**src/rtl/core/tcw_pkg.sv**
```systemverilog
package tcw_pkg;

	localparam int SCREEN_COLUMNS_DEF = 80;
	localparam int SCREEN_ROWS_DEF    = 25;
	localparam int MARGIN_COLUMNS_DEF = 1;

	localparam int CMD_W  = 3;
	localparam int CHAR_W = 8;
	localparam int COL_W  = 7;
	localparam int ROW_W  = 5;
	localparam int POS_W  = 11;
	localparam int ATTR_W = 8;
	// set-cursor normalizer: holds col + margin and the row, which grows during the row fold
	localparam int NORM_W = 9;

	localparam logic [CMD_W-1:0] CMD_DRAW   = 3'd0;
	localparam logic [CMD_W-1:0] CMD_CLEAR  = 3'd1;
	localparam logic [CMD_W-1:0] CMD_SETCUR = 3'd2;
	localparam logic [CMD_W-1:0] CMD_SCROLL = 3'd3;
	localparam logic [CMD_W-1:0] CMD_READ   = 3'd4;

	localparam logic [CHAR_W-1:0] CH_NEWLINE   = 8'h0A;
	localparam logic [CHAR_W-1:0] CH_BACKSPACE = 8'h08;
	localparam logic [CHAR_W-1:0] CH_NOP       = 8'hFC;
	localparam logic [CHAR_W-1:0] CH_BLANK     = 8'h20;
	localparam logic [ATTR_W-1:0] ATTR_RESET   = 8'h07;

	typedef enum logic [3:0] {
		OP_PRINT,
		OP_NEWLINE,
		OP_BKSP,
		OP_DNOP,
		OP_CLEAR,
		OP_SETCUR,
		OP_SCROLL,
		OP_READ,
		OP_NONE
	} op_t;

	typedef struct packed {
		op_t               op;
		logic [CHAR_W-1:0] ch;
		logic [COL_W-1:0]  col;
		logic [ROW_W-1:0]  row;
		logic              rd_ok;
	} item_t;

	typedef struct packed {
		logic init;
	} back_stat_t;

endpackage

```
**src/rtl/core/tcw_if.sv**
```systemverilog
interface tcw_in_if;
	logic                        valid;
	logic                        ready;
	logic [tcw_pkg::CMD_W-1:0]   cmd;
	logic [tcw_pkg::CHAR_W-1:0]  char_code;
	logic [tcw_pkg::COL_W-1:0]   col;
	logic [tcw_pkg::ROW_W-1:0]   row;

	modport source (output valid, cmd, char_code, col, row, input ready);
	modport sink (input valid, cmd, char_code, col, row, output ready);
endinterface


```
**src/rtl/core/tcw_front.sv**
```systemverilog
module tcw_front #(
	parameter int SCREEN_COLUMNS = tcw_pkg::SCREEN_COLUMNS_DEF,
	parameter int SCREEN_ROWS    = tcw_pkg::SCREEN_ROWS_DEF
) (
	input  logic                clk,
	input  logic                arst_n,
	tcw_in_if.sink              in_ch,
	input  tcw_pkg::back_stat_t stat,
	output tcw_pkg::item_t      q_item,
	output logic                q_valid,
	input  logic                q_ready
);

	tcw_pkg::item_t cls;
	tcw_pkg::item_t fifo_q [2];
	logic           wr_ptr_q;
	logic           rd_ptr_q;
	logic [1:0]     cnt_q;
	logic           push;
	logic           pop;

	always_comb begin
		cls.ch    = in_ch.char_code;
		cls.col   = in_ch.col;
		cls.row   = in_ch.row;
		cls.rd_ok = (int'(in_ch.col) < SCREEN_COLUMNS) && (int'(in_ch.row) < SCREEN_ROWS);
		unique case (in_ch.cmd)
			tcw_pkg::CMD_DRAW: begin
				if (in_ch.char_code == tcw_pkg::CH_NEWLINE) begin
					cls.op = tcw_pkg::OP_NEWLINE;
				end else if (in_ch.char_code == tcw_pkg::CH_BACKSPACE) begin
					cls.op = tcw_pkg::OP_BKSP;
				end else if (in_ch.char_code == tcw_pkg::CH_NOP) begin
					cls.op = tcw_pkg::OP_DNOP;
				end else begin
					cls.op = tcw_pkg::OP_PRINT;
				end
			end
			tcw_pkg::CMD_CLEAR:  cls.op = tcw_pkg::OP_CLEAR;
			tcw_pkg::CMD_SETCUR: cls.op = tcw_pkg::OP_SETCUR;
			tcw_pkg::CMD_SCROLL: cls.op = tcw_pkg::OP_SCROLL;
			tcw_pkg::CMD_READ:   cls.op = tcw_pkg::OP_READ;
			default:             cls.op = tcw_pkg::OP_NONE;
		endcase
	end

	// no transfer while the store is being cleared after reset
	assign in_ch.ready = (cnt_q != 2'd2) && !stat.init;
	assign push        = in_ch.valid && in_ch.ready;
	assign q_valid     = cnt_q != 2'd0;
	assign q_item      = fifo_q[rd_ptr_q];
	assign pop         = q_valid && q_ready;

	always_ff @(posedge clk) begin
		if (push) begin
			fifo_q[wr_ptr_q] <= cls;
		end
	end

	always_ff @(posedge clk or negedge arst_n) begin
		if (!arst_n) begin
			wr_ptr_q <= 1'b0;
			rd_ptr_q <= 1'b0;
			cnt_q    <= 2'd0;
		end else begin
			if (push) begin
				wr_ptr_q <= !wr_ptr_q;
			end
			if (pop) begin
				rd_ptr_q <= !rd_ptr_q;
			end
			cnt_q <= cnt_q + {1'b0, push} - {1'b0, pop};
		end
	end

`ifndef NO_ASSERTIONS
	a_no_take_in_init: assert property (@(posedge clk) disable iff (!arst_n)
		stat.init |-> !in_ch.ready) else $error("transfer during init clear");
	a_cnt_range: assert property (@(posedge clk) disable iff (!arst_n)
		cnt_q != 2'd3) else $error("queue count overflow");
	a_full_no_push: assert property (@(posedge clk) disable iff (!arst_n)
		(cnt_q == 2'd2 && !pop) |=> cnt_q == 2'd2) else $error("full queue lost entry");
`endif

endmodule

```
**src/flat_wrapper.sv**
```systemverilog
// flat-port wrapper written by rule: the top's interface ports become plain ports
module tcw_front_flat 
#(
	parameter int SCREEN_COLUMNS = tcw_pkg::SCREEN_COLUMNS_DEF,
	parameter int SCREEN_ROWS    = tcw_pkg::SCREEN_ROWS_DEF
)
  (clk, arst_n, stat, q_item, q_valid, q_ready, in_ch_valid, in_ch_cmd, in_ch_char_code, in_ch_col, in_ch_row, in_ch_ready);
  tcw_in_if in_ch_i ();
  input  logic clk;
  input  logic arst_n;
  input  tcw_pkg::back_stat_t stat;
  output tcw_pkg::item_t q_item;
  output logic q_valid;
  input  logic q_ready;
  input wire logic [$bits(in_ch_i.valid)-1:0] in_ch_valid;
  input wire logic [$bits(in_ch_i.cmd)-1:0] in_ch_cmd;
  input wire logic [$bits(in_ch_i.char_code)-1:0] in_ch_char_code;
  input wire logic [$bits(in_ch_i.col)-1:0] in_ch_col;
  input wire logic [$bits(in_ch_i.row)-1:0] in_ch_row;
  output wire logic [$bits(in_ch_i.ready)-1:0] in_ch_ready;
  assign in_ch_i.valid = in_ch_valid;
  assign in_ch_i.cmd = in_ch_cmd;
  assign in_ch_i.char_code = in_ch_char_code;
  assign in_ch_i.col = in_ch_col;
  assign in_ch_i.row = in_ch_row;
  assign in_ch_ready = in_ch_i.ready;
  tcw_front #(.SCREEN_COLUMNS(SCREEN_COLUMNS), .SCREEN_ROWS(SCREEN_ROWS)) u_core (.clk(clk), .arst_n(arst_n), .in_ch(in_ch_i), .stat(stat), .q_item(q_item), .q_valid(q_valid), .q_ready(q_ready));
endmodule
```
**config.mk**
```make
export PLATFORM = sky130hd
export DESIGN_NAME = tcw_front_flat
export DESIGN_NICKNAME = d
export VERILOG_FILES = /design/src/rtl/core/tcw_pkg.sv /design/src/rtl/core/tcw_if.sv /design/src/rtl/core/tcw_front.sv /design/src/flat_wrapper.sv
export SDC_FILE = /design/constraint.sdc
export NUM_CORES = 1
export LEC_CHECK = 0
export ABC_AREA = 0
export BUFFER_PORTS_ARGS = -buffer_cell sky130_fd_sc_hd__buf_2
export CAP_MARGIN = 5
export CORE_UTILIZATION = 40
export CTS_CLUSTER_DIAMETER = 200
export DETAILED_ROUTE_END_ITERATION = 16
export HOLD_SLACK_MARGIN = 0.03
export PLACE_DENSITY = 0.66
export SYNTH_ARGS = -nofsm -noshare
export SYNTH_HDL_FRONTEND = slang
export SYNTH_SLANG_ARGS = --single-unit
```
**constraint.sdc**
```tcl
create_clock -name clk -period 2 [get_ports clk]
set_input_delay 0.6 -clock clk [delete_from_list [all_inputs] [get_ports clk]]
set_output_delay 0.6 -clock clk [all_outputs]
set_load 0.02 [all_outputs]
```
==> results.tsv <==
stage	metric	value	unit
synthesis	Post-synth top flop	edfxtp_1	
detailed_routing	DRT Pass-1 Iters	4	
synthesis	Syn Inst Count	117	
cts	H-tree Lvls	2	
outcome	status	finished, violations left	
synthesis	post-synth top area share	70.4	%
final_layout	commonest non-fill, non-tap cell in the layout	edfxtp_1	
sta	Rel. slew slack	77.4	%
place	DPL Wire Length	2690	um
place	GP Congestion	0.670	
power	pwr/cell area	1240	nW/um^2
power	cell-internal power	2.27	mW
detailed_routing	total number of vias	1212	
worst_hold_path	Tightest Hold Check Type	in2async	
setup_path	critical path class	reg2out	
synthesis	library cells used by synthesis	28	
final_layout	layout cells sized above 1	54.6	%
synthesis	sequential area share after synthesis	75.1	%
job	Max Cap Viol	0	
detailed_routing	DR iter-0 viols	45	
synthesis	Synth Register Bits	54	
setup_path	CP Launch Type	flip-flop	
sta	Fin Setup TNS	-0.408	ns
setup_path	WP data arrival	1.44	ns
sta	crit share post-route	102	%
detailed_routing	# DRC	0	
detailed_routing	mean routed wirelength per cell	15.3	um
power	P_leak	1.03	nW
sta	post-layout minimum cycle time	2.04	ns
synthesis	Mean Syn Cell Area	18.2	um^2
final_layout	final net count	212	
synthesis	Post-synth EDFFs	50	
grt	largest net degree at the start of global routing	26	
synthesis	Synth area leader	edfxtp_1	
grt	initial antenna violation count	0	
synthesis	total nets after synthesis	147	
power	combinational power share	38.1	%
detailed_routing	Detail Route Antenna Nets	0	
floorplanning	die area	5630	um^2
cts	Clock Tree Buf Depth	2	
power	sequential share of power	44.9	%
outcome	failing checks	negative setup slack	
cts	Clock Sinks	54	
cts	root buffer cell	clkbuf_8	
sta	Fmax achieved	0.491	GHz
final_layout	area grow syn2layout	26.6	%
sta	Final Skew	0.00780	ns
cts	Skew-Pair Late Insertion Delay	0.30	ns
synthesis	total number of yosys warnings	0	
cts	CTS tree	done	
sta	Tightest Pin Transition	0.335	ns
grt	vias in the first global route	1144	
cts	CTS clk-pin slew, worst paths	0.09	ns
power	Clk pwr share	17.1	%
power	Peak VDD IR	0.000534	V
sta	# setup viols final	22	
grt	gr ovfl total	0	
final_layout	commonest non-fill, non-tap cells in the layout	50 x edfxtp_1, 48 x buf_2, 22 x mux2_2	
sta	final hold violations	0	
place	port buffer count	54	
cts	Inserted Clock Buffers	5	
floorplanning	FP Rows	26	
final_layout	diode count	0	
floorplanning	Die Width	75.0	um
floorplanning	initial cell density of the core	41.8	%
floorplanning	core area	5110	um^2
setup_path	WP data required	1.40	ns
sta	RSZ-0062 raised after global routing	true	
grt	first-pass GRT wire length	5570	um
sta	max-slew violations	0	
power	Psw	1.07	mW
power	switch share	32.1	%
floorplanning	height of the die	75.0	um
setup_path	critical path capture point type	primary output	
grt	Global Route Usage Sum	14.0	%
setup_path	largest fanout on the critical path	13	
synthesis	top post-synthesis cells by area	edfxtp_1 70%, mux2_2 13%, dfrtp_1 4.7%	
floorplanning	Ports	55	
synthesis	Async S/R FF share, synth	7.41	%
final_layout	post-layout util	52.9	%
detailed_routing	total routed wirelength	3880	um
sta	worst setup margin	-0.0352	ns
synthesis	Post-Syn Area	2130	um^2
detailed_routing	via density per instance	4.79	
-- kinds of logic (layout without fill, tap and decap cells) --
| family | Yosys count | count (layout) | share of synthesized area [%] |
|---|---|---|---|
| AND/OR/NAND/NOR | 15 | 15 | 4.16 |
| multiplexers | 26 | 26 | 13.7 |
| XOR/XNOR | 4 | 4 | 1.64 |
| AO/OA/AOI/OAI | 9 | 9 | 2.93 |
| flip-flops | 54 | 54 | 75.1 |
| buffers and inverters | 7 | 73 | 1.35 |
| adder cells (fa/ha/maj) | 2 | 2 | 1.17 |
-- cell usage after synthesis, types with 2 or more instances --
| cell | n |
|---|---|
| nor2_1 | 3 |
| inv_1 | 4 |
| xnor2_1 | 3 |
| nor3_1 | 2 |
| ha_1 | 2 |
| o21ai_0 | 2 |
| a21oi_1 | 2 |
| buf_2 | 2 |
| edfxtp_1 | 50 |
| dfrtp_1 | 4 |
| and2_1 | 2 |
| mux2_2 | 25 |
-- registers in the layout, indices dropped and copies added (netlist names) --
| signal | cells |
|---|---|
| u_core.wr_ptr_q | 1 |
| u_core.fifo_q | 50 |
| u_core.rd_ptr_q | 1 |
| u_core.cnt_q | 2 |
-- path summary, 6_finish.rpt --
kind,start,end,slack (ns),cells after the start
max,u_core.rd_ptr_q$_DFFE_PN0P_,q_item[19],-0.04,3
max reg2reg,u_core.cnt_q[1]$_DFF_PN0_,u_core.cnt_q[1]$_DFF_PN0_,0.16,7
max in group asynchronous,arst_n,u_core.rd_ptr_q$_DFFE_PN0P_,1.79,1
min in group clk,in_ch_col[3],u_core.fifo_q[1][9]$_DFFE_PP_,0.48,1
min,arst_n,u_core.cnt_q[1]$_DFF_PN0_,0.08,1
min reg2reg,u_core.cnt_q[1]$_DFF_PN0_,u_core.cnt_q[1]$_DFF_PN0_,0.54,1
-- per-stage QoR --
step,instance area [um^2],power [mW],hold WS [ns],setup WS (ns),instances
2_1_floorplan,2150,2.28,0.304,0.130,117
3_3_place_gp,2540,2.63,0.405,0.129,243
3_5_place_dp,2540,2.67,0.412,0.0990,243
4_1_cts,2640,3.26,0.0718,-0.0829,251
5_1_grt,2700,3.52,0.0692,-0.0809,253
6_report,2700,3.35,0.0807,-0.0352,253
-- power groups by stage --
stage          Combinational [mW]  Clock, mW  Sequential (mW)
6_report                     1.27      0.571             1.50
5_1_grt                      1.37      0.632             1.52
4_1_cts                      1.17      0.594             1.49
3_5_place_dp                 1.15          0             1.52
3_3_place_gp                 1.13          0             1.50
2_1_floorplan               0.789          0             1.49
-- metal layers --
| metal | GRT usage, % | up-vias | wire length, um |
|---|---|---|---|
| li1 | - | 582 | - |
| met1 | 17.0 | 584 | 1650 |
| met2 | 23.7 | 39 | 1940 |
| met3 | 4.82 | 7 | 242 |
| met4 | 4.40 | 0 | 42 |
| met5 | 0 | - | 0 |
-- worst max-delay path, stage by stage (launching register included) --
cell and delay (ns):
dfrtp_2 0.44, buf_12 0.17, mux2_2 0.36, buf_2 0.16
-- cell type report --
cell class / count / area, um^2
Fill cell: 441 / 2410
Sequential cell: 54 / 1600
Multi-Input combinational cell: 56 / 527
Timing Repair Buffer: 61 / 383
Tap cell: 70 / 87.6
Clock buffer: 5 / 68.8
Clock inverter: 3 / 16.3
Inverter: 4 / 15.0
-- timing repair --
item,in CTS,in global routing
gates cloned,0,1
buffers inserted,0,1
endpoints found under the hold margin,0,0
hold buffers,0,0
gates resized for setup,3,12
endpoints found under the setup margin,25,25
Power figures use the tool's default switching activity.
